--- src/rtl/spd_pkg.sv ---
`timescale 1ns / 1ps

package spd_pkg;

  localparam int PAGE_BYTES   = 4096;
  localparam int HEADER_BYTES = 32;
  localparam int SLOT_BYTES   = 4;
  localparam int MAX_SLOTS    = 1024;

  localparam int CMD_W   = 3;
  localparam int SLOT_W  = 10;
  localparam int SIZE_W  = 12;
  localparam int UP_W    = 13;
  localparam int COUNT_W = 11;
  localparam int END_W   = 14;
  localparam int ENTRY_W = 2 * SIZE_W;

  localparam logic [CMD_W-1:0] CMD_INSERT = 3'd0;
  localparam logic [CMD_W-1:0] CMD_GET    = 3'd1;
  localparam logic [CMD_W-1:0] CMD_DELETE = 3'd2;
  localparam logic [CMD_W-1:0] CMD_UPDATE = 3'd3;
  localparam logic [CMD_W-1:0] CMD_INIT   = 3'd4;

  localparam logic [1:0] ST_OK        = 2'd0;
  localparam logic [1:0] ST_INVALID   = 2'd1;
  localparam logic [1:0] ST_NOT_FOUND = 2'd2;
  localparam logic [1:0] ST_NO_SPACE  = 2'd3;

  typedef struct packed {
    logic [CMD_W-1:0]  cmd;
    logic [SLOT_W-1:0] slot_index;
    logic [SIZE_W-1:0] data_len;
  } req_t;

  typedef struct packed {
    logic [1:0]         status;
    logic [SLOT_W-1:0]  slot_out;
    logic [SIZE_W-1:0]  data_offset;
    logic [SIZE_W-1:0]  size_out;
    logic [UP_W-1:0]    free_bytes;
    logic [COUNT_W-1:0] live_count;
  } rsp_t;

  typedef enum logic [2:0] {
    OP_INSERT,
    OP_GET,
    OP_DELETE,
    OP_UPDATE,
    OP_INIT,
    OP_REJECT
  } op_t;

  typedef struct packed {
    op_t               op;
    logic [SLOT_W-1:0] slot;
    logic [SIZE_W-1:0] size;
  } job_t;

  typedef struct packed {
    logic [SIZE_W-1:0] offset;
    logic [SIZE_W-1:0] size;
  } entry_t;

  typedef enum logic [2:0] {
    BK_IDLE,
    BK_EXEC,
    BK_CHECK,
    BK_SCAN,
    BK_FINISH
  } back_state_t;

  // Byte just past the slot array when it holds n slots.
  function automatic logic [END_W-1:0] array_end(input logic [COUNT_W-1:0] n);
    return END_W'(HEADER_BYTES) + END_W'(n) * END_W'(SLOT_BYTES);
  endfunction

  function automatic logic [END_W-1:0] room_below(input logic [UP_W-1:0] up,
                                                  input logic [END_W-1:0] low);
    logic [END_W-1:0] up_w;
    up_w = END_W'(up);
    if (up_w > low) begin
      return up_w - low;
    end
    return '0;
  endfunction

endpackage

--- src/rtl/spd_front.sv ---
`timescale 1ns / 1ps

module spd_front (
  input  logic          clk,
  input  logic          rst,
  input  logic          req_valid,
  output logic          req_ready,
  input  spd_pkg::req_t req,
  output logic          job_valid,
  input  logic          job_ready,
  output spd_pkg::job_t job
);

  spd_pkg::job_t job_in;
  spd_pkg::job_t q_mem [2];
  logic          wr_ptr;
  logic          rd_ptr;
  logic [1:0]    count;
  logic          push;
  logic          pop;

  // Argument checks that need no directory state are settled here.
  always_comb begin
    job_in.slot = req.slot_index;
    job_in.size = req.data_len;
    unique case (req.cmd)
      spd_pkg::CMD_INSERT: begin
        job_in.slot = '0;
        job_in.op   = (req.data_len == '0) ? spd_pkg::OP_REJECT : spd_pkg::OP_INSERT;
      end
      spd_pkg::CMD_GET:    job_in.op = spd_pkg::OP_GET;
      spd_pkg::CMD_DELETE: job_in.op = spd_pkg::OP_DELETE;
      spd_pkg::CMD_UPDATE: begin
        job_in.op = (req.data_len == '0) ? spd_pkg::OP_REJECT : spd_pkg::OP_UPDATE;
      end
      spd_pkg::CMD_INIT:   job_in.op = spd_pkg::OP_INIT;
      default:             job_in.op = spd_pkg::OP_REJECT;
    endcase
  end

  assign req_ready = (count != 2'd2);
  assign job_valid = (count != 2'd0);
  assign job       = q_mem[rd_ptr];
  assign push      = req_valid && req_ready;
  assign pop       = job_valid && job_ready;

  always_ff @(posedge clk) begin
    if (push) begin
      q_mem[wr_ptr] <= job_in;
    end
  end

  always_ff @(posedge clk) begin
    if (rst) begin
      wr_ptr <= 1'b0;
      rd_ptr <= 1'b0;
      count  <= 2'd0;
    end else begin
      if (push) begin
        wr_ptr <= ~wr_ptr;
      end
      if (pop) begin
        rd_ptr <= ~rd_ptr;
      end
      count <= count + 2'(push) - 2'(pop);
    end
  end

endmodule

--- config.mk ---
export PLATFORM = sky130hd
export DESIGN_NAME = spd_front
export DESIGN_NICKNAME = d
export VERILOG_FILES = /design/src/rtl/spd_pkg.sv /design/src/rtl/spd_front.sv
export SDC_FILE = /design/constraint.sdc
export NUM_CORES = 1
export LEC_CHECK = 0
export BUFFER_PORTS_ARGS = -buffer_cell sky130_fd_sc_hd__buf_2
export CAP_MARGIN = 40
export CORE_ASPECT_RATIO = 1.25
export CORE_UTILIZATION = 31
export DETAILED_ROUTE_END_ITERATION = 7
export PLACE_DENSITY = 0.49
export SLEW_MARGIN = 20
export SYNTH_ARGS = -nofsm -noshare
export SYNTH_HDL_FRONTEND = slang
export SYNTH_SLANG_ARGS = --single-unit
--- constraint.sdc ---
create_clock -name clk -period 5.2 [get_ports clk]
set_clock_uncertainty 0.2 [all_clocks]
set_input_delay 0.52 -clock clk [delete_from_list [all_inputs] [get_ports clk]]
set_output_delay 0.52 -clock clk [all_outputs]
set_load 0.01 [all_outputs]
Word-level counts from Yosys, hierarchy flattened --
Memory sizes are Yosys's and may differ from the RTL's. A register that Yosys moved wholly into a read port is not among the register bits. Index checks and enable logic that the tools add are counted.
Operators by class: muxes and demuxes 8, reductions and logical operators 5, bitwise operators 2, add/subtract/negate cells 2, eq/ne operators 5
Operator list (number):
- 3-bit case mux with 5 select lines | 1
- 12-bit logical NOT | 1
- 10-bit 2-to-1 mux | 1
- 3-bit by 2-bit == test with 1-bit output (second input constant) | 2
- 3-bit 2-to-1 mux | 2
- 1-bit 2-to-1 mux | 4
- 3-bit by 1-bit == test with 1-bit output (second input constant) | 1
- 3-bit == test (second input constant) | 1
- 3-bit logical NOT | 1
- 2-bit by 1-bit adder with 2-bit output | 1
- 1-bit logical AND | 2
- 2-bit != test (second input constant) | 1
- 1-bit NOT | 2
- 2-bit nonzero test | 1
- 2-bit by 1-bit subtractor with 2-bit output | 1
Storage, ports and cells: output and inout port bits 27, input port bits 29, memories kept 1, bits in registers 4, RAM bits 50
Memories:
- q_mem | depth 2, width 25, rd ports 1, clocked after memory_dff 1, write ports 1, line spd_front.sv:15 | spd_pkg::job_t q_mem [2];

Depth between registers and ports, before layout --
depth after elaboration 4, gate-level depth with buffers 8, gate-level depth less buffers 8

Worst setup path after synthesis --
OpenSTA, ideal clock, no wires.
kind reg2reg, start register count[0], end memory q_mem[1][0] in the netlist's numbering (enable), data required time 4.616 ns, data arrival time 1.276 ns, buffers on the path 0, path slack 3.340 ns, cell stages (with the launch flop) 3, path through dfxtp_1 nand2b_1 and3_1
On the way: longest elaborated chain between the ends 4
RTL lines:
- start, declared | line spd_front.sv:18 | logic [1:0] count;
- start signal, assigned | line spd_front.sv:65 | count <= count + 2'(push) - 2'(pop);
- 2-bit != test | line spd_front.sv:41 | assign req_ready = (count != 2'd2);
- via req_ready | line spd_front.sv:7 | output logic req_ready,
- 1-bit logical AND | line spd_front.sv:44 | assign push = req_valid && req_ready;
- 1-bit 2-to-1 mux | line spd_front.sv:48 | if (push) begin
- 1-bit 2-to-1 mux (implied by the code) | line spd_front.sv:49 | q_mem[wr_ptr] <= job_in;
- end, declared | line spd_front.sv:15
The timed path passes the listed nets, and every way through them passes these cells.

==> reports/metrics.yaml <==
status: "complete, no violations"
numPortBuffers: 55
vias: 1239
hold_viol_final: 0
htreeDepth: 2
layout-drive-gt1-share: 0.516
ys_types: 29
syn_to_final_growth_pct: 22.0
fin_hold_ws_ps: 231
ant_nets: 0
drc: 0
die_y_um: 96.7
start_util: 0.321
path_buf_inv: 2
crit_required_ps: 4480
avgRoutedWirePerCell_um: 14.7
cpPeakStageDelay_ps: 670
powerDensity_nw_per_um2: 435
synth-seq-area-share: 0.720
yosysWarnings: 0
slowest_stage: "dfxtp_1"
synth_seq_cells: 55
dr.first_iter.drc_count: 38
cts_tree: "yes"
critPathCaptureType: "output pin"
hold_class: "in2reg"
layout.nets: 216
rsz0062_at_grt: "false"
syn_nets: 155
max-slew-margin-rel: 0.575
dieWidth_um: 77.8
root_buffer: "clkbuf_8"
grt_overflow: 0
cts_buffers: 5
vias_per_cell: 4.49
path_depth: 3
clock_latency_ps: 290
slew_viol_final: 0
synth_area_um2: 2220
whs_path_depth: 1
crit_chain: "buf_8 > mux2_2 > buf_2"
drv_cap: 0
reg2reg_depth: 8
p_leak_nw: 1.01
grt_max_degree: 26
tightest_slew_ps: 638
fin_setup_tns_ps: 0
crit_fanout: 15
critPathArrivalTime_ps: 1710
place_ws_ps: 3040
diodes: 0
period_needed_ps: 2430
syn-instance-count: 124
grt_pass1_wl_um: 6630
fmax_ghz: 0.411
irDropWorstVdd_uv: 211
dpl.hpwl_um: 2870
fp.coreArea_um2: 6930
cts.sinks: 55
start_kind: "flip-flop"
die-area_um2: 7520
mostFrequentLayoutCell: "buf_2"
fp-row-count: 34
criticalPathCategory: "reg2out"
io_pins: 56
grt_pass1_vias: 1374
cts.path.max_buffers: 2
path_clk_slew_ps: 90
setup_viol: 0
crit_family: "flip-flops"
drt-pass1-iter-count: 4
avgSynthCellArea_um2: 17.9
cts_resized: 0
gp_congestion: 0.670
timing.final.crit_share: 0.467
gr-usage-all-layers: 0.119
layout_common_cells: "buf_2 (55), edfxtp_1 (50), mux2_2 (25)"
drt-total-wl_um: 4060
postCtsSetupBuffers: 0
cts_hold_buf: 0
setup_ws_ps: 2770
antenna_found_initial: 0
## stage by stage
step	util	area [µm²]	cells	total power, W
finish	0.391	2710	276	0.00118
floorplan	-	2220	124	0.000833
CTS	0.391	2710	276	0.00121
global route	0.391	2710	276	0.00126
detailed placement	0.379	2630	268	0.000980
global placement	0.373	2580	266	0.000947
## path summary, 6_finish.rpt
| path | from | end | slack [ps] |
|---|---|---|---|
| setup / recovery | flip-flop | job[24] | 2770 |
| hold / removal | req[2] | q_mem[1][2] | 230 |
| hold reg to reg | rd_ptr | rd_ptr | 330 |
| setup reg to reg | count[0] | count[1] | 3370 |
## per-layer routing
metal	part of all wire	GRT usage	vias to the layer above
li1	-	-	593
met1	0.40	0.137	604
met2	0.53	0.204	40
met3	0.058	0.0406	2
met4	0.0074	0.0392	0
met5	0	0	-
## logic make-up (layout without fill, tap and decap cells)
logic type | Yosys count | after routing | share of synthesized area
XOR/XNOR | 3 | 3 | 0.0118
multiplexers | 25 | 25 | 0.127
AND/OR/NAND/NOR | 28 | 28 | 0.0956
buffers and inverters | 5 | 67 | 0.0157
AO/OA/AOI/OAI | 6 | 6 | 0.0191
flip-flops | 55 | 55 | 0.720
adder cells (fa/ha/maj) | 2 | 2 | 0.0112
## layout make-up
class	count	area, µm²
clock inverters	2	12.5
well taps	90	113
inverters	2	7.51
flip-flops and latches	55	1600
fillers	663	4220
repair buffers	57	318
clock buffers	6	72.6
multi-input cells	64	589
## sequential cells by signal, summed over array words and instances, names as in the netlist, named ones only
| signal | count |
|---|---|
| q_mem | 50 |
| wr_ptr | 1 |
| count | 2 |
| rd_ptr | 1 |
## report_power, final
group | internal, W | total [W] | switching [W]
Sequential | 0.000566 | 0.000601 | 0.0000341
Clock | 0.0000944 | 0.000223 | 0.000128
Combinational | 0.000180 | 0.000358 | 0.000178
Total | 0.000841 | 0.00118 | 0.000341
## cells in the mapped netlist
cell,count,area share
nor3_4,1,0.0073
a21oi_1,2,0.0045
buf_2,1,0.0022
nand2b_1,1,0.0028
o21bai_1,1,0.0034
nor2_1,3,0.0051
o31ai_1,1,0.0034
nand2_1,1,0.0017
mux2_2,25,0.13
nor3_1,1,0.0022
ha_1,2,0.011
nor2b_1,11,0.031
edfxtp_1,50,0.67
and3b_1,1,0.0039
or2_2,1,0.0028
inv_1,2,0.0034
o21a_1,1,0.0034
nand3_1,1,0.0022
and3_1,1,0.0028
dfxtp_1,5,0.045
xnor2_1,1,0.0039
xor2_1,2,0.0079
a21bo_2,1,0.0045
nor4_4,2,0.019
nand4_1,1,0.0028
buf_6,2,0.010
and2_1,1,0.0028
nand3b_1,1,0.0034
nor4_2,1,0.0056
No activity file was read; power rests on OpenSTA's default activity.
