`src/rtl/spd_ram.sv`:
```
`timescale 1ns / 1ps

module spd_ram #(
  parameter int WIDTH = 8,
  parameter int DEPTH = 16
) (
  input  logic                     clk,
  input  logic                     wr_en,
  input  logic [$clog2(DEPTH)-1:0] wr_addr,
  input  logic [WIDTH-1:0]         wr_data,
  input  logic                     rd_en,
  input  logic [$clog2(DEPTH)-1:0] rd_addr,
  output logic [WIDTH-1:0]         rd_data
);

  logic [WIDTH-1:0] mem [DEPTH];

  always_ff @(posedge clk) begin
    if (wr_en) begin
      mem[wr_addr] <= wr_data;
    end
    if (rd_en) begin
      rd_data <= mem[rd_addr];
    end
  end

endmodule

```
`config.mk`:
```
export PLATFORM = sky130hd
export DESIGN_NAME = spd_ram
export DESIGN_NICKNAME = d
export VERILOG_FILES = /design/src/rtl/spd_ram.sv
export SDC_FILE = /design/constraint.sdc
export NUM_CORES = 1
export LEC_CHECK = 0
export BUFFER_PORTS_ARGS = -buffer_cell sky130_fd_sc_hd__buf_2
export CAP_MARGIN = 20
export CORE_UTILIZATION = 42
export CTS_CLUSTER_DIAMETER = 200
export DETAILED_ROUTE_END_ITERATION = 8
export GPL_ROUTABILITY_DRIVEN = 0
export SYNTH_ARGS = -nofsm -noshare
export SYNTH_HDL_FRONTEND = slang
export SYNTH_SLANG_ARGS = --single-unit
```
`constraint.sdc`:
```
create_clock -name clk -period 1.6 [get_ports clk]
set_input_delay 0.08 -clock clk [delete_from_list [all_inputs] [get_ports clk]]
set_output_delay 0.08 -clock clk [all_outputs]
set_load 0.02 [all_outputs]
```
; Word-level counts from Yosys, hierarchy flattened
; Memory sizes are Yosys's and may differ from the RTL's. A register that Yosys moved wholly into a read port is not among the register bits.
; Index checks and enable logic that the tools add are counted.
[totals]
memories = 1
ramBits = 128
regBits = 0
out_inout_bits = 8
inputBits = 19
[mem_list]
columns = memory, depth, word_bits, rd, rd_clocked_by_memory_dff, wr, line_no
row1 = mem, 16, 8, 1, 1, 1, 16  ; logic [WIDTH-1:0] mem [DEPTH];
[classes]
mux = 2
[op_table]
columns = cell, n
row1 = two-way mux 1 bit, 2

; Logic depth before layout (Yosys ltp)
; Gate-level depths: netlist of run 1.
[depth]
word_depth = 2
mapped_depth = 5
depth_no_buf = 3

; Worst setup path after synthesis of run 1
; OpenSTA, ideal clock, no wires.
[synth_timing]
path_kind = input to register
from = input wr_addr[2]
to = memory mem[0][0], enable pin
n_path_buf = 0
slack_ps = 27
cell_stages = 2
required_time_ps = 1217
arrival_ps = 1190
cell_sequence = or3b_2 > nor3_1
[synth_rtl]
columns = item, line_no
row1 = start: declaration, 9  ; input logic [$clog2(DEPTH)-1:0] wr_addr,
row2 = end: declaration, 16
; Straight into the memory's write port.

==> results_dict.tcl, run 1 <==
set metrics [dict create \
    p_int_uw 6250 \
    dp_hpwl_um 6170 \
    antenna_left 0 \
    slew_viol_final 0 \
    io-pin-count 27 \
    status "completed" \
    layout.nets 304 \
    crit_path_max_fanout 1 \
    power_per_cell_area_nw_per_um2 1270 \
    cts_max_path_buffers 2 \
    synth_area_um2 5230 \
    synth_seq_area_share_pct 78.1 \
    tightest_slew_ns 0.391 \
    rsz0062_at_grt "no" \
    grt_overflow 0 \
    final_area_um2 6180 \
    synth-xor-area-share_pct 0 \
    synth_compound_area_share_pct 2.30 \
    post-cts-setup-buffer-count 0 \
    port_buffers 26 \
    hold_path.class "primary input to register" \
    pwr-share-seq_pct 51.6 \
    row_count 40 \
    syn_inst 229 \
    antennaDiodeCount 0 \
    grt_pass1_wl_um 14900 \
    timing.fmax_mhz 666 \
    switching_share_pct 20.1 \
    drcViolationCount 0 \
    synthSimpleGateAreaFrac_pct 3.14 \
    core-area_um2 12100 \
    crit_path_start_kind "register" \
    clockRootBuffer "clkbuf_16" \
    finalCriticalPeriod_ns 1.50 \
    drtIter0Drc 241 \
    crit_required_ns 1.75 \
    start_util_pct 43.3 \
    hold_viol_final 0 \
    synthAdderAreaFrac_pct 0 \
    totalWireLength_um 9700 \
    syn-num-nets 248 \
    netSwitchingPower_uw 1570 \
    drv_cap 0 \
    postCtsHoldBufs 0 \
    pwr-share-comb_pct 4.9 \
    drive_above_1_share_pct 30.4 \
    hold_slack_ns 0.0494 \
    synth_top_family_by_area "multiplexers" \
    n_fill_cell 960 \
    viasPerCell 5.27 \
    cts.sinks 136 \
    synthToLayoutAreaGrowth_pct 18.2 \
    synthMuxAreaShare_pct 14.8 \
    first_global_vias 2529 \
    p_leak_uw 0.00208 \
    grt_usage_pct 16.9 \
    path_class "register to register" \
    cts_max_level 4 \
    worstSetupEndpointType "register" \
    p_total_uw 7820 \
    vias 2444 \
    arrival_ns 1.65 \
    grt_max_degree 33 \
    cts_tree "done" \
    clk_pin_slew_ns 0.06 \
    ir_drop_mv 0.784 \
    clockPowerShare_pct 43.5 \
    synth_seq_cells 136 \
    synth_cell_types 18 \
    clk_latency_ns 0.41 \
    cts_made_buffers 17 \
    dr.pass1.iters 4 \
    die_x_um 114 \
    syn_avg_cell_area_um2 22.8 \
    yosysWarningCount 0 \
    slew_headroom_pct 73.9 \
    skew_ns 0.00545 \
    dieArea_um2 12900 \
    wl_per_cell_um 20.9 \
    antenna_found_initial 0 \
    dpl_cell_area_um2 5660 \
    period_share_pct 93.8 \
    die_h_um 114 \
    setup_viol 0 \
    cts_resized 0 \
]
==> cells by family (layout without fill, tap and decap cells) <==
logic type / Yosys count / count (layout)
flip-flops: 136 / 136
buffers and inverters: 10 / 77
multiplexers: 32 / 32
AO/OA/AOI/OAI: 16 / 16
AND/OR/NAND/NOR: 35 / 35
==> path summary, 6_finish.rpt <==
check                           startpoint  slack, ns  cells after the start    endpoint
worst max-delay path             mem[9][3]        0.1                      3  rd_data[3]
worst min-delay path                 rd_en       0.05                      1  rd_data[4]
worst max register to register   mem[9][3]        0.1                      3  rd_data[3]
worst min register to register   mem[7][3]       0.74                      3  rd_data[3]
==> cell type report <==
class	count	area, um2	area share [%]
Clock buffer	18	429	6.94
Clock inverter	12	87.6	1.42
Multi-Input combinational cell	83	1060	17.1
Sequential cell	136	4080	66.1
Tap cell	168	210	3.40
Timing Repair Buffer	47	313	5.06
==> critical path, cell delays in order (launching register included) <==
cell and delay [ns]:
edfxtp_1 0.35, mux4_1 0.50, a22oi_1 0.31, nand2_1 0.08
==> metal layers <==
layer  up-vias  wire length [um]  global-route usage (%)
met5         -                 0                       0
met4         0               119                    6.84
met3        14               581                    5.26
met2        66              4590                    25.0
met1      1265              4410                    23.6
li1       1099                 -                       -
==> metrics by stage <==
stage	util, %	setup WS (ns)	instances	setup TNS (ns)
floorplan	-	0.0271	229	0
global placement	47.0	-0.0550	434	-0.0705
detailed placement	47.0	-0.0781	434	-0.112
CTS	51.2	0.0931	464	0
global route	51.2	0.0160	464	0
finish	51.2	0.0995	464	0
==> state kept, by name, indices dropped and copies added (netlist names) <==
name and flops:
mem 128, rd_data 8
==> synthesized netlist by cell type <==
cell type	instances	area [um2]
edfxtp_1	136	4080
mux4_2	18	405
a22oi_1	16	120
mux4_1	14	368
nor2_1	13	48.8
nand2_1	9	33.8
nor3_1	4	20.0
buf_2	3	15.0
buf_6	3	33.8
clkdlybuf4s25_2	3	30.0
nand2b_1	2	12.5
nand3b_1	2	15.0
and2_1	1	6.26
and2b_1	1	7.51
buf_4	1	7.51
nand3_1	1	5.00
nor2b_1	1	6.26
or3b_2	1	8.76
==> power by group through the flow <==
stage / Clock (uW) / Combinational, uW / Sequential (uW)
2_1_floorplan: 0 / 203 / 4130
3_3_place_gp: 0 / 385 / 4110
3_5_place_dp: 0 / 391 / 4110
4_1_cts: 3480 / 390 / 4040
5_1_grt: 3620 / 417 / 4040
6_report: 3400 / 382 / 4040
==> cells in the final DEF, fill, tap and decap left out, types with 2 or more instances in the layout <==
cell type,n
nor3_1,4
mux4_1,14
buf_12,2
clkinvlp_4,2
buf_2,26
a22oi_1,16
nor2_1,13
clkinv_2,3
edfxtp_1,136
nand2_1,9
nand2b_1,2
mux4_2,18
buf_4,19
clkinv_1,5
nand3b_1,2
clkbuf_16,17
Note: power is estimated with default switching activity, not from simulation.
==> run 2: changes to the inputs <==
--- a/config.mk
+++ b/config.mk
@@ -11,6 +11,7 @@
 export CTS_CLUSTER_DIAMETER = 200
 export DETAILED_ROUTE_END_ITERATION = 8
 export GPL_ROUTABILITY_DRIVEN = 0
+export REMOVE_ABC_BUFFERS = 1
 export SYNTH_ARGS = -nofsm -noshare
 export SYNTH_HDL_FRONTEND = slang
 export SYNTH_SLANG_ARGS = --single-unit
==> results_dict.tcl, run 2 (synthesized netlist as in run 1, its figures left out) <==
set metrics [dict create \
    status "completed" \
    crit_family "multiplexers" \
    crit_path_start_kind "register" \
    antenna_found_initial 0 \
    whs_endpoint "rd_data[3]" \
    largest_reg_flops 128 \
    timing.fmax_mhz 678 \
    period_share_pct 92.2 \
    clk_latency_ns 0.41 \
    reg2regPathDepth 3 \
    top_regs "mem: 128 flops, rd_data: 8 flops" \
    core-area_um2 12100 \
    slew_viol_final 0 \
    clockRootBuffer "clkbuf_16" \
    dp.cells 435 \
    startpoint "mem[2][0]" \
    drv_cap 0 \
    totalWireLength_um 9800 \
    slowest_stage "mux4_1" \
    final_area_um2 6230 \
    drive_above_1_share_pct 32.4 \
    wl_per_cell_um 21.0 \
    arrival_ns 1.62 \
    p_leak_uw 0.00208 \
    grt_pass1_wl_um 15000 \
    antennaDiodeCount 0 \
    hold_viol_final 0 \
    crit_path_max_fanout 1 \
    power_per_cell_area_nw_per_um2 1260 \
    start_util_pct 43.3 \
    regToRegSetupSlack_ns 0.13 \
    cts_max_level 4 \
    clk_pin_slew_ns 0.06 \
    final_common_cell "edfxtp_1" \
    crit_required_ns 1.75 \
    cts_max_path_buffers 2 \
    viasPerCell 5.28 \
    dieArea_um2 12900 \
    slew_headroom_pct 72.9 \
    r2r-start "mem[2][0]" \
    rsz0062_at_grt "no" \
    final_cell_mix "edfxtp_1, buf_2, mux4_2, buf_4, clkbuf_16" \
    synthToLayoutAreaGrowth_pct 19.1 \
    postCtsHoldBufs 0 \
    cts_resized 0 \
    skew_ns 0.0132 \
    regMostFlops "mem" \
    path_class "register to register" \
    stdcell_count 467 \
    finalCriticalPeriod_ns 1.47 \
    die_h_um 114 \
    drcViolationCount 0 \
    layout.nets 305 \
    worstHoldStart "rd_en" \
    cts.sinks 136 \
    hold_path_depth 1 \
    cts_made_buffers 17 \
    io-pin-count 27 \
    setup_viol 0 \
    vias 2464 \
    r2r_end "rd_data[0]" \
    grt_overflow 0 \
    first_global_vias 2617 \
    post-cts-setup-buffer-count 0 \
    row_count 40 \
    slowest_delay_ns 0.49 \
    dpl_cell_area_um2 5700 \
    grt_max_degree 26 \
    grt_usage_pct 16.8 \
    port_buffers 26 \
    hold_path.class "primary input to register" \
    worstSetupEndpointType "register" \
    ir_drop_mv 0.785 \
    cts_tree "done" \
    crit_chain "mux4_1 > a22oi_1 > nand2_1" \
    drtIter0Drc 225 \
    antenna_left 0 \
    dr.pass1.iters 4 \
    tightest_slew_ns 0.407 \
    die_x_um 114 \
    critical_path_buf_inv_count 0 \
    dp_hpwl_um 6220 \
]
==> run 2: where the power goes <==
group	total [uW]	switching (uW)	internal (uW)
registers	4040	21.0	4010
logic	397	229	168
clock network	3420	1440	1980
total	7850	1690	6160
==> run 2: worst register-to-register path: cells and delay by family, from the launching register on <==
kind / cells / cell delay [ns]
multiplexers: 1 / 0.49
flip-flops: 1 / 0.36
AO/OA/AOI/OAI: 1 / 0.28
AND/OR/NAND/NOR: 1 / 0.08
==> run 2: area by class of cell <==
type / instances / area [um2]
Clock buffer: 18 / 429
Clock inverter: 14 / 101
Fill cell: 982 / 5830
Multi-Input combinational cell: 83 / 1060
Sequential cell: 136 / 4080
Tap cell: 168 / 210
Timing Repair Buffer: 48 / 345
==> run 2: stage by stage <==
stage | setup slack [ns] | utilization, % | setup TNS, ns | hold WS (ns) | power (uW)
after floorplan | 0.0271 | - | 0 | 0.179 | 4290
after global placement | -0.0724 | 47.2 | -0.134 | 0.465 | 4500
after detailed placement | -0.0774 | 47.2 | -0.134 | 0.474 | 4510
after CTS | 0.0795 | 51.6 | 0 | 0.0527 | 7920
after global routing | 0.0101 | 51.6 | 0 | 0.0499 | 8090
final | 0.125 | 51.6 | 0 | 0.0640 | 7850
==> run 2: layer usage <==
layer	GRT usage (%)	wire length [um]	vias to the layer above
met1	23.2	4470	1289
met4	4.74	32	0
met5	0	0	-
li1	-	-	1097
met3	4.73	536	2
met2	26.5	4760	76
==> run 2: worst max path at each step <==
| stage | endpoint | depth (start not counted) |
|---|---|---|
| finish | rd_data[0] | 3 |
| global route | rd_data[1] | 3 |
| CTS | rd_data[0] | 3 |
| detailed placement | rd_data[1] | 5 |
| global placement | rd_data[1] | 5 |
| floorplan | mem[0][0] | 2 |
