File: src/rtl/spd_pkg.sv
`timescale 1ns / 1ps

package spd_pkg;

  localparam int PAGE_BYTES   = 4096;
  localparam int HEADER_BYTES = 32;
  localparam int SLOT_BYTES   = 4;
  localparam int MAX_SLOTS    = 1024;

  localparam int CMD_W   = 3;
  localparam int SLOT_W  = 10;
  localparam int SIZE_W  = 12;
  localparam int UP_W    = 13;
  localparam int COUNT_W = 11;
  localparam int END_W   = 14;
  localparam int ENTRY_W = 2 * SIZE_W;

  localparam logic [CMD_W-1:0] CMD_INSERT = 3'd0;
  localparam logic [CMD_W-1:0] CMD_GET    = 3'd1;
  localparam logic [CMD_W-1:0] CMD_DELETE = 3'd2;
  localparam logic [CMD_W-1:0] CMD_UPDATE = 3'd3;
  localparam logic [CMD_W-1:0] CMD_INIT   = 3'd4;

  localparam logic [1:0] ST_OK        = 2'd0;
  localparam logic [1:0] ST_INVALID   = 2'd1;
  localparam logic [1:0] ST_NOT_FOUND = 2'd2;
  localparam logic [1:0] ST_NO_SPACE  = 2'd3;

  typedef struct packed {
    logic [CMD_W-1:0]  cmd;
    logic [SLOT_W-1:0] slot_index;
    logic [SIZE_W-1:0] data_len;
  } req_t;

  typedef struct packed {
    logic [1:0]         status;
    logic [SLOT_W-1:0]  slot_out;
    logic [SIZE_W-1:0]  data_offset;
    logic [SIZE_W-1:0]  size_out;
    logic [UP_W-1:0]    free_bytes;
    logic [COUNT_W-1:0] live_count;
  } rsp_t;

  typedef enum logic [2:0] {
    OP_INSERT,
    OP_GET,
    OP_DELETE,
    OP_UPDATE,
    OP_INIT,
    OP_REJECT
  } op_t;

  typedef struct packed {
    op_t               op;
    logic [SLOT_W-1:0] slot;
    logic [SIZE_W-1:0] size;
  } job_t;

  typedef struct packed {
    logic [SIZE_W-1:0] offset;
    logic [SIZE_W-1:0] size;
  } entry_t;

  typedef enum logic [2:0] {
    BK_IDLE,
    BK_EXEC,
    BK_CHECK,
    BK_SCAN,
    BK_FINISH
  } back_state_t;

  // Byte just past the slot array when it holds n slots.
  function automatic logic [END_W-1:0] array_end(input logic [COUNT_W-1:0] n);
    return END_W'(HEADER_BYTES) + END_W'(n) * END_W'(SLOT_BYTES);
  endfunction

  function automatic logic [END_W-1:0] room_below(input logic [UP_W-1:0] up,
                                                  input logic [END_W-1:0] low);
    logic [END_W-1:0] up_w;
    up_w = END_W'(up);
    if (up_w > low) begin
      return up_w - low;
    end
    return '0;
  endfunction

endpackage

File: src/rtl/spd_back.sv
`timescale 1ns / 1ps

module spd_back (
  input  logic                                clk,
  input  logic                                rst,
  input  logic                                job_valid,
  output logic                                job_ready,
  input  spd_pkg::job_t                       job,
  output logic                                ram_wr_en,
  output logic [spd_pkg::SLOT_W-1:0]          ram_wr_addr,
  output logic [spd_pkg::ENTRY_W-1:0]         ram_wr_data,
  output logic                                ram_rd_en,
  output logic [spd_pkg::SLOT_W-1:0]          ram_rd_addr,
  input  logic [spd_pkg::ENTRY_W-1:0]         ram_rd_data,
  output logic                                rsp_valid,
  input  logic                                rsp_ready,
  output spd_pkg::rsp_t                       rsp
);

  spd_pkg::back_state_t state, state_next;

  logic [spd_pkg::COUNT_W-1:0] slot_count, slot_count_next;
  logic [spd_pkg::COUNT_W-1:0] live, live_next;
  logic [spd_pkg::UP_W-1:0]    up, up_next;
  spd_pkg::job_t               cur, cur_next;
  logic [1:0]                  res_status, res_status_next;
  logic [spd_pkg::SLOT_W-1:0]  res_slot, res_slot_next;
  logic [spd_pkg::SIZE_W-1:0]  res_off, res_off_next;
  logic [spd_pkg::SIZE_W-1:0]  res_size, res_size_next;
  logic [spd_pkg::COUNT_W-1:0] scan_issue, scan_issue_next;
  logic                        scan_pend, scan_pend_next;
  logic [spd_pkg::UP_W-1:0]    scan_min, scan_min_next;
  logic                        rsp_valid_next;
  spd_pkg::rsp_t               rsp_next;

  spd_pkg::entry_t             rd_entry;
  spd_pkg::entry_t             wr_entry;
  logic [spd_pkg::END_W-1:0]   room_ins;
  logic [spd_pkg::END_W-1:0]   room_cur;
  logic [spd_pkg::SIZE_W-1:0]  new_off;

  assign rd_entry    = spd_pkg::entry_t'(ram_rd_data);
  assign ram_wr_data = spd_pkg::ENTRY_W'(wr_entry);
  assign room_ins    = spd_pkg::room_below(up, spd_pkg::array_end(slot_count + 11'd1));
  assign room_cur    = spd_pkg::room_below(up, spd_pkg::array_end(slot_count));
  assign new_off     = spd_pkg::SIZE_W'(up - spd_pkg::UP_W'(cur.size));

  always_ff @(posedge clk) begin
    if (rst) begin
      state <= spd_pkg::BK_IDLE;
    end else begin
      state <= state_next;
    end
  end

  always_comb begin
    state_next      = state;
    slot_count_next = slot_count;
    live_next       = live;
    up_next         = up;
    cur_next        = cur;
    res_status_next = res_status;
    res_slot_next   = res_slot;
    res_off_next    = res_off;
    res_size_next   = res_size;
    scan_issue_next = scan_issue;
    scan_pend_next  = scan_pend;
    scan_min_next   = scan_min;
    rsp_next        = rsp;
    rsp_valid_next  = rsp_valid && !rsp_ready;
    job_ready       = 1'b0;
    ram_wr_en       = 1'b0;
    ram_wr_addr     = cur.slot;
    wr_entry.offset = new_off;
    wr_entry.size   = cur.size;
    ram_rd_en       = 1'b0;
    ram_rd_addr     = cur.slot;

    unique case (state)
      spd_pkg::BK_IDLE: begin
        job_ready = 1'b1;
        if (job_valid) begin
          cur_next   = job;
          state_next = spd_pkg::BK_EXEC;
        end
      end

      spd_pkg::BK_EXEC: begin
        res_status_next = spd_pkg::ST_OK;
        res_slot_next   = cur.slot;
        res_off_next    = '0;
        res_size_next   = '0;
        state_next      = spd_pkg::BK_FINISH;
        unique case (cur.op)
          spd_pkg::OP_INSERT: begin
            if (slot_count >= spd_pkg::COUNT_W'(spd_pkg::MAX_SLOTS) ||
                room_ins < spd_pkg::END_W'(cur.size)) begin
              res_status_next = spd_pkg::ST_NO_SPACE;
            end else begin
              ram_wr_en       = 1'b1;
              ram_wr_addr     = slot_count[spd_pkg::SLOT_W-1:0];
              res_slot_next   = slot_count[spd_pkg::SLOT_W-1:0];
              res_off_next    = new_off;
              res_size_next   = cur.size;
              up_next         = spd_pkg::UP_W'(new_off);
              slot_count_next = slot_count + 11'd1;
              live_next       = live + 11'd1;
            end
          end
          spd_pkg::OP_GET, spd_pkg::OP_DELETE, spd_pkg::OP_UPDATE: begin
            if (spd_pkg::COUNT_W'(cur.slot) >= slot_count) begin
              res_status_next = spd_pkg::ST_NOT_FOUND;
            end else begin
              ram_rd_en  = 1'b1;
              state_next = spd_pkg::BK_CHECK;
            end
          end
          spd_pkg::OP_INIT: begin
            slot_count_next = '0;
            live_next       = '0;
            up_next         = spd_pkg::UP_W'(spd_pkg::PAGE_BYTES);
          end
          default: begin
            res_status_next = spd_pkg::ST_INVALID;
          end
        endcase
      end

      spd_pkg::BK_CHECK: begin
        state_next = spd_pkg::BK_FINISH;
        if (rd_entry.size == '0) begin
          res_status_next = spd_pkg::ST_NOT_FOUND;
        end else if (cur.op == spd_pkg::OP_UPDATE) begin
          if (cur.size <= rd_entry.size) begin
            ram_wr_en       = 1'b1;
            wr_entry.offset = rd_entry.offset;
            res_off_next    = rd_entry.offset;
            res_size_next   = cur.size;
          end else if (room_cur < spd_pkg::END_W'(cur.size)) begin
            res_status_next = spd_pkg::ST_NO_SPACE;
          end else begin
            // A grown tuple moves just below the lowest live tuple.
            ram_wr_en     = 1'b1;
            res_off_next  = new_off;
            res_size_next = cur.size;
            up_next       = spd_pkg::UP_W'(new_off);
          end
        end else begin
          res_off_next  = rd_entry.offset;
          res_size_next = rd_entry.size;
          if (cur.op == spd_pkg::OP_DELETE) begin
            // Removing a tuple can raise the free-space bound, so rescan.
            ram_wr_en       = 1'b1;
            wr_entry.offset = rd_entry.offset;
            wr_entry.size   = '0;
            live_next       = live - 11'd1;
            scan_issue_next = '0;
            scan_pend_next  = 1'b0;
            scan_min_next   = spd_pkg::UP_W'(spd_pkg::PAGE_BYTES);
            state_next      = spd_pkg::BK_SCAN;
          end
        end
      end

      spd_pkg::BK_SCAN: begin
        if (scan_pend && rd_entry.size != '0 &&
            spd_pkg::UP_W'(rd_entry.offset) < scan_min) begin
          scan_min_next = spd_pkg::UP_W'(rd_entry.offset);
        end
        if (scan_issue < slot_count) begin
          ram_rd_en       = 1'b1;
          ram_rd_addr     = scan_issue[spd_pkg::SLOT_W-1:0];
          scan_issue_next = scan_issue + 11'd1;
          scan_pend_next  = 1'b1;
        end else begin
          scan_pend_next = 1'b0;
          if (!scan_pend) begin
            up_next    = scan_min;
            state_next = spd_pkg::BK_FINISH;
          end
        end
      end

      spd_pkg::BK_FINISH: begin
        if (!rsp_valid || rsp_ready) begin
          rsp_next.status       = res_status;
          rsp_next.slot_out     = res_slot;
          rsp_next.data_offset  = res_off;
          rsp_next.size_out     = res_size;
          rsp_next.free_bytes   = spd_pkg::UP_W'(room_cur);
          rsp_next.live_count   = live;
          rsp_valid_next        = 1'b1;
          state_next            = spd_pkg::BK_IDLE;
        end
      end

      default: begin
        state_next = spd_pkg::BK_IDLE;
      end
    endcase
  end

  always_ff @(posedge clk) begin
    if (rst) begin
      slot_count <= '0;
      live       <= '0;
      up         <= spd_pkg::UP_W'(spd_pkg::PAGE_BYTES);
      rsp_valid  <= 1'b0;
      scan_pend  <= 1'b0;
    end else begin
      slot_count <= slot_count_next;
      live       <= live_next;
      up         <= up_next;
      rsp_valid  <= rsp_valid_next;
      scan_pend  <= scan_pend_next;
    end
  end

  always_ff @(posedge clk) begin
    cur        <= cur_next;
    res_status <= res_status_next;
    res_slot   <= res_slot_next;
    res_off    <= res_off_next;
    res_size   <= res_size_next;
    scan_issue <= scan_issue_next;
    scan_min   <= scan_min_next;
    rsp        <= rsp_next;
  end

`ifndef ASSERT_OFF
  a_count_max: assert property (@(posedge clk) disable iff (rst)
    slot_count <= spd_pkg::COUNT_W'(spd_pkg::MAX_SLOTS))
    else $error("slot count above the directory limit");

  a_live_le_count: assert property (@(posedge clk) disable iff (rst)
    live <= slot_count)
    else $error("live count above slot count");

  a_bound_max: assert property (@(posedge clk) disable iff (rst)
    up <= spd_pkg::UP_W'(spd_pkg::PAGE_BYTES))
    else $error("free-space bound beyond the page");

  a_write_state: assert property (@(posedge clk) disable iff (rst)
    ram_wr_en |-> (state == spd_pkg::BK_EXEC || state == spd_pkg::BK_CHECK))
    else $error("directory write outside a command step");

  a_scan_nonempty: assert property (@(posedge clk) disable iff (rst)
    (state == spd_pkg::BK_SCAN) |-> (slot_count != '0))
    else $error("scan of an empty directory");
`endif

endmodule
File: config.mk
export PLATFORM = sky130hd
export DESIGN_NAME = spd_back
export DESIGN_NICKNAME = d
export VERILOG_FILES = /design/src/rtl/spd_pkg.sv /design/src/rtl/spd_back.sv
export SDC_FILE = /design/constraint.sdc
export NUM_CORES = 1
export LEC_CHECK = 0
export ABC_CLOCK_PERIOD_IN_PS = 18900
export BUFFER_PORTS_ARGS = -buffer_cell sky130_fd_sc_hd__buf_4
export CAP_MARGIN = 20
export CORE_MARGIN = 1
export CORE_UTILIZATION = 55
export DETAILED_ROUTE_END_ITERATION = 16
export PLACE_DENSITY = 0.74
export SYNTH_ARGS = -nofsm -noshare
export SYNTH_HDL_FRONTEND = slang
export SYNTH_SLANG_ARGS = --single-unit
File: constraint.sdc
create_clock -name clk -period 18.9 [get_ports clk]
set_input_delay 4.725 -clock clk [delete_from_list [all_inputs] [get_ports clk]]
set_output_delay 4.725 -clock clk [all_outputs]
set_load 0.01 [all_outputs]
=== Yosys cells after proc, flatten, opt, wreduce, memory -nomap -nowiden ===
Cells that the tools add are included.
Widths: inputs -> output; s select.

* Register bits after elaboration: 185
* Bits of input ports: 53
* Output and inout bits: 108

* Add/sub/neg operators: 9
* Magnitude comparators: 9
* Equality and inequality tests: 27
* Muxes and demuxes: 95
* Reductions and logical operators: 27

{| class="wikitable"
|+ Operators with widths
! operator !! count
|-
| $mux 12 || 15
|-
| $mux 13 || 11
|-
| $mux 11 || 9
|-
| $pmux 11 s2 || 4
|-
| $mux 24 || 3
|-
| $mux 14 || 4
|-
| $pmux 13 s2 || 2
|-
| $mux 10 || 5
|-
| $pmux 12 s2 || 2
|-
| $pmux 13 s3 || 1
|-
| $add 11x1->11 const B || 3
|-
| $add 6x13->14 const A || 2
|-
| $gt 13x14->1 || 2
|-
| $lt 14x12->1 || 2
|-
| $sub 13x14->14 || 2
|-
| $mux 3 || 9
|-
| $ne 2x2->1 const B || 13
|-
| $mux 1 || 18
|-
| $pmux 3 s5 || 1
|-
| $lt 12x13->1 || 1
|-
| $eq 3x2->1 const B || 4
|-
| $le 12x12->1 || 1
|-
| $logic_not 12->1 || 1
|-
| $mux 2 || 6
|-
| other kinds (27) || 46
|}

=== Longest topological paths before layout ===
Gate-level depths: netlist (run 1).

* Depth in word-level cells: 10
* Gate-level depth with buffers: 26

=== Worst setup path before layout (run 1) ===
OpenSTA, ideal clock, no wires.

* Path kind: input to output
* Start: in ram_rd_data[5] (netlist name)
* End: out ram_wr_data[15] (netlist name)
* Arrival time: 6602 ps
* Slack: 7573 ps
* Stages: 9
* Path buffers: 1
* Cells stage by stage: inv_1 > ha_1 > a21o_1 > a21oi_1 > o21ai_0 > a211oi_1 > o21bai_1 > clkbuf_1 > mux2_2

* Word-level cells in the longest chain between the ends: 5

{| class="wikitable"
|+ RTL lines
! what !! RTL line !! RTL
|-
| start, declared || spd_back.sv:14 || <nowiki>input logic [spd_pkg::ENTRY_W-1:0] ram_rd_data,</nowiki>
|-
| $le 12x12->1 || spd_back.sv:134 || <nowiki>if (cur.size <= rd_entry.size) begin</nowiki>
|-
| $mux 12 || spd_back.sv:134 ||
|-
| $mux 12 || spd_back.sv:133 || <nowiki>end else if (cur.op == spd_pkg::OP_UPDATE) begin</nowiki>
|-
| $mux 24 * || spd_back.sv:131 || <nowiki>if (rd_entry.size == '0) begin</nowiki>
|-
| $mux 24 * || spd_back.sv:79 || <nowiki>unique case (state)</nowiki>
|-
| end, declared || spd_back.sv:11 || <nowiki>output logic [spd_pkg::ENTRY_W-1:0] ram_wr_data,</nowiki>
|}

Every way passes the cells marked *; elsewhere a longest branch is shown, timed or not.

=== Worst setup path in the final report (run 1) ===
* Start: reg slot_count[3] (netlist name)
* End: out ram_wr_addr[3] (netlist name)

* Word-level cells in the longest chain between the ends: 10

{| class="wikitable"
|+ RTL lines
! what !! RTL line !! RTL
|-
| start, declared || spd_back.sv:22 || <nowiki>logic [spd_pkg::COUNT_W-1:0] slot_count, slot_count_next;</nowiki>
|-
| start signal, assigned || spd_back.sv:211 || <nowiki>slot_count <= slot_count_next;</nowiki>
|-
| $add 11x1->11 || spd_back.sv:44 || <nowiki>assign room_ins = spd_pkg::room_below(up, spd_pkg::array_end(slot_count + 11'd1));</nowiki>
|-
| $add 6x13->14 || spd_pkg.sv:74 || <nowiki>return END_W'(HEADER_BYTES) + END_W'(n) * END_W'(SLOT_BYTES);</nowiki>
|-
| $sub 13x14->14 / $gt 13x14->1 (equally long branches) || spd_pkg.sv:82, spd_pkg.sv:81 ||
|-
| $mux 14 / $mux 1 (equally long branches) || spd_pkg.sv:81 || <nowiki>if (up_w > low) begin</nowiki>
|-
| $mux 14 || spd_pkg.sv:84 || <nowiki>return '0;</nowiki>
|-
| $lt 14x12->1 || spd_back.sv:97 || <nowiki>room_ins < spd_pkg::END_W'(cur.size)) begin</nowiki>
|-
| $logic_or 1x1->1 || spd_back.sv:96 || <nowiki>if (slot_count >= spd_pkg::COUNT_W'(spd_pkg::MAX_SLOTS) ||</nowiki>
|-
| $mux 10 * || spd_back.sv:96 ||
|-
| $mux 10 * || spd_back.sv:94 || <nowiki>unique case (cur.op)</nowiki>
|-
| $mux 10 * || spd_back.sv:79 ||
|-
| end, declared || spd_back.sv:10 || <nowiki>output logic [spd_pkg::SLOT_W-1:0] ram_wr_addr,</nowiki>
|}

Every way passes the cells marked *; elsewhere a longest branch is shown, timed or not. The select of a mux whose other input is x is not followed.

==> results, run 1 <==
- Summed over all layers, the global routing overflow is 0.
- The number of hold-repair buffers added at the cts stage is 0.
- Port buffering added 160 buffers.
- The overall global routing resource usage is 0.307.
- The H-tree was split into 4 levels.
- The type of the worst setup path is flip-flop to primary output.
- The antenna violation net count after detailed routing is 0.
- Of the post-synthesis cell area, the dominant cell type holds 0.370.
- The share of the Yosys chip area taken by registers is 0.438.
- STA classifies the critical path endpoint as a primary output.
- Once routing completed, OpenROAD measured the worst setup slack at approximately 6500 ps.
- The sum of net half-perimeters after detailed placement is between 20 and 25 mm.
- Timing would allow up to ~81 MHz.
- In this design, the stage delay of the slowest critical-path cell is roughly 740 ps.
- For this block, the via count after detailed routing is 10000.
- At the worst endpoint, the arrival time is between 7000 and 8000 ps.
- The flow ran to the end, and the final reports show no timing, DRC or antenna violations.
- The final weighted congestion of routability-driven global placement is about 1.
- The category of the worst setup path launch point is a flip-flop.
- approximately 160 I/O pins were placed.
- The sum of negative setup slack is 0 ps.
- The worst-case vdd ir drop is about 0.11 mV.
- The critical path required time is 14180 ps.
- The clock tree from TritonCTS is built.
- The y dimension of the die is around 150 microns.
- Traced cell by cell, the critical path runs through ha_1 -> nand4_1 -> nor2_1 -> a2bb2oi_1 -> or3_1 -> or3_1 -> a21oi_1 -> nor2_1 -> xnor2_1 -> ha_1 -> and3_1 -> a221oi_1 -> a41oi_1 -> o21ai_1 -> nor2_1 -> ha_1 -> a21oi_1 -> nor2b_1 -> o21ai_0 -> a211o_1 -> a31oi_1 -> nand3_1 -> o21ai_0 -> buf_4.
- The placement-stage worst setup slack is roughly 7000 ps.
- For this run, the number of Yosys warnings is 0.
- Entering global routing, the biggest net connects 46 pins.
- The distinct cell type count of the synthesized netlist is 84.
- Across the run, the number of max-cap violations was 0.
- The clock net sink count is around 190.
- The clock tree skew after final layout is between 15 and 20 ps.
- In the synthesized netlist, the number of instances is approximately 1200.
- The core outline area is approximately 21000 sq um.
- The row count is 53.
- The source of the critical timing path is slot_count[3].
- In the synthesized netlist the dominant register cell turns out to be sky130_fd_sc_hd__edfxtp_1.
- The diode insertion count for antenna repair is 0.
- After detailed routing, the number of vias per cell comes to about 6.2.
- For this run, design rule violations remaining after detail routing come to 0.
- After clock tree synthesis, the repair step resized 0 gates.
- The library cell contributing the largest single delay on the critical path is sky130_fd_sc_hd__nand3_1.
- Clock-pin slew was measured on the worst setup and hold paths at about 70 ps.
- The portion of the clock cycle consumed by the worst path in the final layout is 0.656.
- The final-stage net count is 1477.
- The iteration count of the initial detailed-routing pass is 6.
- The total buffers and inverters traversed by the critical path is 1.
- The largest area contributor in the netlist is sky130_fd_sc_hd__edfxtp_1.
- The later-pin clock latency in the skew report is 440 ps.
- The via count of the first global-routing pass was 9400.
- The startpoint identified for the worst register-to-register timing path is slot_count[3].
- The die area is roughly 22000 sq um.
- The clock passes through at most 2 buffers.
- After detailed routing, the average wire length per cell comes to 20.7 microns.
- The analysis attributes to cell leakage a power of 5.51 nW.
- The number of setup violations in the final report is 0.
- For this design the ratio of total power to cell area is roughly 130 nW/um^2.
- Measured against its own limit, the worst slew margin works out to 0.295.
- Along the worst path, the maximum fanout reaches 21.
- The total count of max-transition violations in the final report is 0.
- The number of flops mapped to enable cells by yosys is about 150.
- The cell sitting at the root of the clock tree is a sky130_fd_sc_hd__clkbuf_16.
- In the post-synthesis netlist, the biggest area contributors are sky130_fd_sc_hd__edfxtp_1, sky130_fd_sc_hd__ha_1, sky130_fd_sc_hd__dfxtp_1, sky130_fd_sc_hd__nor2_1, sky130_fd_sc_hd__o21ai_0.
- A synthesized cell averages 10.0 sq um.
- The number of nets in the synthesized netlist is ~1300.
- Compared with the post-synthesis result, the final layout area differs by 16.8%.
- In the final layout, the share of cells above drive strength 1 is 0.202.
- The synthesized design contains approximately 190 register bits.
- Setup repair after global routing left no endpoint under its margin.
- The fraction of registers with async set or reset after synthesis is 0.
- The number of fill cells in the layout is about 1700.
- The worst hold path startpoint is res_size[11].
- The worst hold margin is about 420 ps.
- After synthesis the cells add up to 11800 sq um.
- The die is between 100 and 150 microns wide.
- The kind of cell adding the most delay to the critical path is compound AO/OA/AOI/OAI gates.
- The buffer count from post-CTS setup fixing is 0.
- The shortest period the worst path allows is around 12000 ps.
- The initial antenna violation count is 2.
- The first-pass GRT wire length is 51.5 mm.
- The initial utilization of the core area, before any placement, comes to 0.560.
- The number of hold violations in the final report is 0.
- The number of clock buffers added by TritonCTS is 17.
- At the pin with the least slew margin, the transition time is ~1100 ps.
- The initial DRC count is between 1000 and 1500.
- The total routed wirelength is approximately 33 mm.
- The class of the most critical hold timing path is flip-flop to flip-flop.
-- registers in the layout (all words and copies together) (netlist names), 2 cells and up --
signal and count:
live 11, scan_issue 11, state 3, scan_min 13, res_off 12, res_size 12
up 13, cur 25, slot_count 11, res_status 2, rsp 60, res_slot 10
-- synthesized netlist by cell type, types with 4 or more instances --
cell,count
sky130_fd_sc_hd__a211o_1,4
sky130_fd_sc_hd__a211oi_1,22
sky130_fd_sc_hd__a21boi_0,5
sky130_fd_sc_hd__a21o_1,21
sky130_fd_sc_hd__a21oi_1,61
sky130_fd_sc_hd__a22o_2,10
sky130_fd_sc_hd__a22oi_1,10
sky130_fd_sc_hd__a311oi_1,5
sky130_fd_sc_hd__a31o_2,5
sky130_fd_sc_hd__a31oi_1,19
sky130_fd_sc_hd__a32o_1,6
sky130_fd_sc_hd__and2_1,8
sky130_fd_sc_hd__and3_1,27
sky130_fd_sc_hd__buf_2,8
sky130_fd_sc_hd__clkbuf_1,36
sky130_fd_sc_hd__dfxtp_1,40
sky130_fd_sc_hd__edfxtp_1,145
sky130_fd_sc_hd__ha_1,105
sky130_fd_sc_hd__inv_1,70
sky130_fd_sc_hd__mux2_2,28
sky130_fd_sc_hd__mux2i_1,8
sky130_fd_sc_hd__nand2_1,83
sky130_fd_sc_hd__nand2b_1,9
sky130_fd_sc_hd__nand3_1,37
sky130_fd_sc_hd__nand4_1,14
sky130_fd_sc_hd__nor2_1,110
sky130_fd_sc_hd__nor2b_1,11
sky130_fd_sc_hd__nor3_1,27
sky130_fd_sc_hd__nor3b_1,5
sky130_fd_sc_hd__nor4_1,8
sky130_fd_sc_hd__o211ai_1,4
sky130_fd_sc_hd__o21a_1,10
sky130_fd_sc_hd__o21ai_0,69
sky130_fd_sc_hd__o21bai_1,6
sky130_fd_sc_hd__o31ai_1,10
sky130_fd_sc_hd__o41ai_1,5
sky130_fd_sc_hd__or2_2,5
sky130_fd_sc_hd__or3_1,7
sky130_fd_sc_hd__xnor2_1,38
sky130_fd_sc_hd__xor2_1,12
-- layout by cell type, fill, tap and decap left out, types with 14 or more instances in the layout --
cell / Yosys / final
sky130_fd_sc_hd__and3_1: 27 / 26
sky130_fd_sc_hd__a31oi_1: 19 / 19
sky130_fd_sc_hd__nor2_1: 110 / 110
sky130_fd_sc_hd__nor3_1: 27 / 27
sky130_fd_sc_hd__a21oi_1: 61 / 61
sky130_fd_sc_hd__edfxtp_1: 145 / 145
sky130_fd_sc_hd__mux2_2: 28 / 28
sky130_fd_sc_hd__nand3_1: 37 / 37
sky130_fd_sc_hd__buf_4: 0 / 171
sky130_fd_sc_hd__inv_1: 70 / 70
sky130_fd_sc_hd__a21o_1: 21 / 21
sky130_fd_sc_hd__ha_1: 105 / 105
sky130_fd_sc_hd__clkbuf_16: 0 / 17
sky130_fd_sc_hd__nand2_1: 83 / 83
sky130_fd_sc_hd__o21ai_0: 69 / 69
sky130_fd_sc_hd__a211oi_1: 22 / 22
sky130_fd_sc_hd__dfxtp_1: 40 / 40
sky130_fd_sc_hd__nand4_1: 14 / 14
sky130_fd_sc_hd__xnor2_1: 38 / 38
-- where the power goes --
part	leakage (nW)	internal, mW	switching [mW]
logic	3.52	0.365	0.504
registers	1.71	0.493	0.0423
clock network	0.280	0.188	0.174
-- cell type report --
class / instances / area (sq um) / area share
Sequential cell: 185 / 5150 / 0.375
Clock buffer: 18 / 429 / 0.0312
Timing Repair Buffer: 171 / 1280 / 0.0933
Clock inverter: 14 / 156 / 0.0114
Inverter: 72 / 270 / 0.0197
Multi-Input combinational cell: 869 / 6110 / 0.445
Tap cell: 275 / 344 / 0.0250
-- metrics by stage --
step | power, mW | util | cells | area [sq um]
2_1_floorplan | 1.14 | - | 1176 | 11800
3_3_place_gp | 1.37 | 0.626 | 1570 | 13200
3_5_place_dp | 1.39 | 0.626 | 1570 | 13200
4_1_cts | 1.75 | 0.653 | 1602 | 13700
5_1_grt | 1.87 | 0.654 | 1604 | 13800
6_report | 1.77 | 0.654 | 1604 | 13800
-- worst reg2reg max path: cells and delay by family (launching register included) --
family	cells	cell delay [ps]
flops	1	580
xor+xnor	1	130
fa+ha+maj	3	1080
simple gates	10	3110
compound gates	10	2390
-- final timing paths --
| path | to | slack [ps] | depth (start not counted) |
|---|---|---|---|
| max | ram_wr_addr[3] | 6510 | 24 |
| min | rsp[35] | 420 | 0 |
| max reg2reg | slot_count[6] | 11520 | 24 |
| min reg2reg | rsp[35] | 420 | 0 |
-- routing by layer --
metal / vias up / track usage / wire [microns] / share of wire
met2: 501 / 0.467 / 14900 / 0.45
met3: 73 / 0.0543 / 2940 / 0.088
met1: 4765 / 0.440 / 14500 / 0.44
met4: 0 / 0.109 / 856 / 0.026
li1: 4661 / - / - / -
met5: - / 0 / 0 / 0
-- kinds of logic after synthesis --
logic type,share of synthesized area
AND/OR/NAND/NOR,0.151
buffers and inverters,0.0431
adder cells (fa/ha/maj),0.117
flip-flops,0.438
XOR/XNOR,0.0372
multiplexers,0.0355
AO/OA/AOI/OAI,0.179
Power figures use the tool's default switching activity.
==> run 2, diff against run 1 <==
- ABC_CLOCK_PERIOD_IN_PS: 18900 -> 10500
- CORE_UTILIZATION: 55 -> 53
- clock period: 18.9 -> 10.5 ns (I/O delays scaled with it)
==> results, run 2 (same netlist as run 1, synthesis figures left out) <==
- The internal portion of total power is 1.86 mW (+78%).
- The die area is 22800 sq um (+3.7%).
- The first-pass GRT wire length is 50.9 mm (-1.2%).
- The fraction of final layout cells with drive strength greater than 1 is 0.203 (+0.000905).
- The ratio of routed vias to standard cells is 6.22 (-0.27%).
- The terminus of the critical flop-to-flop path is up[8].
- The pin count of the biggest net entering global routing was 61 (+33%).
- The CTS root buffer is sky130_fd_sc_hd__clkbuf_16.
- The top cell types in the final layout, fill and taps aside, are sky130_fd_sc_hd__buf_4, sky130_fd_sc_hd__edfxtp_1, sky130_fd_sc_hd__nor2_1, sky130_fd_sc_hd__ha_1, sky130_fd_sc_hd__nand2_1.
- The arrival time reported for the critical path endpoint is 7350 ps (-320 ps).
- The horizontal extent of the die is 151 microns (+1.8%).
- The number of hold violations in the final report is 0 (unchanged).
- The count of maximum capacitance violations is 0 (unchanged).
- The category of the worst setup path launch point is a flip-flop.
- The H-tree depth was 4 (unchanged).
- The signed area change from the synthesized netlist to the final layout came to 16.7% (about the same).
- The switching portion of total power is 0.414 (+0.00581).
- The sum of negative setup slack is 0 ps (unchanged).
- The row count was 54 (+1.9%).
- The final weighted congestion of routability-driven global placement is 0.938 (-7.1%).
- The boundary pin count is 161 (unchanged).
- The total routed wirelength is 33.6 mm (+1.2%).
- The number of buffers created by CTS is 17 (unchanged).
- The y dimension of the die was 151 microns (+1.8%).
- The worst min-delay path endpoint is rsp[54].
- The iteration count of the initial detailed-routing pass is 6 (unchanged).
- The flop-to-flop setup slack came to 3300 ps (-8220 ps).
- The largest registers in the layout are rsp (60), cur (25).
- The initial core utilization is 0.540 (-0.0206).
- The total power per unit cell area is 231 nW/um^2 (+80%).
- The number of hold-repair buffers added at the cts stage is 0 (unchanged).
- The setup slack after layout was 529 ps (-5980 ps).
- The run finished with clean final reports.
- The initial antenna violation count came to 1 (-1).
- The clock tree buffer depth is 2 (unchanged).
- Dividing the final minimum period by the clock period gives 0.950.
- The proportion of power drawn by combinational gates is 0.498 (+0.006).
- The number of I/O port buffers is 160 (unchanged).
- The diode insertion count for antenna repair is 0 (unchanged).
- The total count of max-transition violations in the final report is 0 (unchanged).
- The most common cell after layout, fill and taps aside is sky130_fd_sc_hd__buf_4.
- The register ranked first by flip-flop count is rsp.
- The overall global routing resource usage is 0.299 (-0.00782).
- The largest fanout on the critical path was 21 (unchanged).
- The net switching power is 1.31 mW (+82%).
- The clock slew seen by the registers of the worst setup and hold paths is 70 ps (about the same).
- Static timing analysis puts the maximum clock frequency at approximately 100 MHz.
- The utilization after layout was 0.630 (-0.0243).
- The buffer count from post-CTS setup fixing came to 0 (unchanged).
- The clock net sink count came to 185 (unchanged).
- The via total after detailed routing is 9998 (-0.020%).
- The worst setup path is captured at a primary output.
- The worst reg2reg path depth was 24 (unchanged).
- The cell area after placement is 13200 sq um (about the same).
- The worst hold path startpoint is res_slot[6].
- The remaining max-slew budget at the tightest pin came to 0.267 (-0.0278).
- The number of setup violations in the final report is 0 (unchanged).
- TritonCTS built the clock tree.
- The slew at the pin with the worst max-slew slack is 1100 ps (+37.7 ps).
- The core outline area is 21800 sq um (+3.8%).
- The total global routing overflow came to 0 (unchanged).
- The number of flip-flops in the largest register is 60 (unchanged).
- The number of cells on the worst hold path was 0 (unchanged).
- The final-stage net count came to 1476 (-0.068%).
- The critical path required time is 7880 ps (-6300 ps).
- Setup repair after global routing left no endpoint under its margin.
- The type of the worst setup path is flip-flop to primary output.
- The antenna violation net count after detailed routing came to 0 (unchanged).
- The startpoint of the most critical register-to-register path is slot_count[3].
- The summed area of non-filler cells in the final layout is 13700 sq um (about the same).
- The sequential fraction of design power is 0.304 (about the same).
- The clock tree skew after final layout came to 10.5 ps (-5.27 ps).
- The worst-case vdd ir drop is 0.138 mV (+30%).
- The later-pin clock latency in the skew report is 440 ps (about the same).
- The routed wire length per instance is 20.9 microns (+0.92%).
- The worst path needs approximately 10000 ps of the cycle, external delays included.
- The sum of net half-perimeters after detailed placement is 25.4 mm (+2.0%).
- The clock network fraction of total power came to 0.197 (-0.008).
- The remaining routing DRC violations was 0 (unchanged).
- The initial DRC count was 1227 (+2.7%).
- The placement-stage worst setup slack is 794 ps (-6020 ps).
- The via count of the first global-routing pass is 9157 (-2.6%).
- The class of the most critical hold timing path is flip-flop to flip-flop.
- The leakage power total came to 5.49 nW (-0.31%).
[run 2: changes by cell type in the layout (fill, tap and decap cells not counted), sizes merged]
cell | previous run | this run
bufinv | 1 | 0
inv | 76 | 75
clkbuf | 18 | 17
clkinvlp | 2 | 3
clkinv | 7 | 9
buf | 171 | 170
[run 2: layer usage]
| layer | track usage | vias to the layer above | routed length [microns] |
|---|---|---|---|
| met4 | 0.0905 | 0 | 746 |
| met3 | 0.0539 | 65 | 2780 |
| li1 | - | 4664 | - |
| met1 | 0.423 | 4764 | 14700 |
| met5 | 0 | - | 0 |
| met2 | 0.467 | 505 | 15400 |
[run 2: power by group through the flow]
| stage | combinational, mW | clock, mW | sequential, mW |
|---|---|---|---|
| after global routing | 1.73 | 0.661 | 0.969 |
| after CTS | 1.55 | 0.633 | 0.963 |
| after detailed placement | 1.54 | 0 | 0.979 |
| after floorplan | 1.10 | 0 | 0.940 |
| after global placement | 1.49 | 0 | 0.977 |
| final | 1.58 | 0.626 | 0.965 |
[run 2: how the worst max path moves through the flow]
stage / from / cells after the start / to / slack (ps)
CTS: slot_count[3] / 24 / ram_wr_addr[5] / 310
global placement: slot_count[3] / 24 / ram_wr_addr[5] / 1060
global route: slot_count[3] / 24 / ram_wr_addr[2] / 80
finish: slot_count[3] / 24 / ram_wr_addr[9] / 530
floorplan: slot_count[4] / 26 / ram_wr_addr[0] / 2270
detailed placement: slot_count[3] / 24 / ram_wr_addr[5] / 790
[run 2: cell type report]
type                    count  area, sq um
fillers                  1817         8080
repair buffers            170         1280
multi-input cells         869         6130
flip-flops and latches    185         5150
clock inverters            15          140
clock buffers              17          425
well taps                 280          350
inverters                  72          270
[run 2: worst max-delay path, stage by stage (launching register included)]
cell and delay, ps:
sky130_fd_sc_hd__dfxtp_1 560, sky130_fd_sc_hd__ha_1 400, sky130_fd_sc_hd__nand4_1 330, sky130_fd_sc_hd__nor2_1 230, sky130_fd_sc_hd__a2bb2oi_1 100, sky130_fd_sc_hd__or3_1 410, sky130_fd_sc_hd__or3_1 320, sky130_fd_sc_hd__a21oi_1 220
sky130_fd_sc_hd__nor2_1 90, sky130_fd_sc_hd__xnor2_1 130, sky130_fd_sc_hd__ha_1 380, sky130_fd_sc_hd__and3_1 240, sky130_fd_sc_hd__a221oi_1 510, sky130_fd_sc_hd__a41oi_1 110, sky130_fd_sc_hd__o21ai_1 420, sky130_fd_sc_hd__nor2_1 130
sky130_fd_sc_hd__ha_1 330, sky130_fd_sc_hd__a21oi_1 60, sky130_fd_sc_hd__nor2b_1 100, sky130_fd_sc_hd__o21ai_0 90, sky130_fd_sc_hd__a211o_1 350, sky130_fd_sc_hd__a31oi_2 430, sky130_fd_sc_hd__nand3_2 450, sky130_fd_sc_hd__o21ai_0 320
sky130_fd_sc_hd__buf_4 160
[run 2: through the flow]
stage	power [mW]	hold slack [ps]	instances
2_1_floorplan	2.05	400	1176
3_3_place_gp	2.47	402	1573
3_5_place_dp	2.52	405	1574
4_1_cts	3.14	416	1606
5_1_grt	3.36	426	1608
6_report	3.17	419	1608
[run 2: repair_timing]
item | 4_1_cts | 5_1_grt
endpoints found under the setup margin | 0 | 10
gates resized for setup | 0 | 2
hold endpoints to repair | 0 | 0
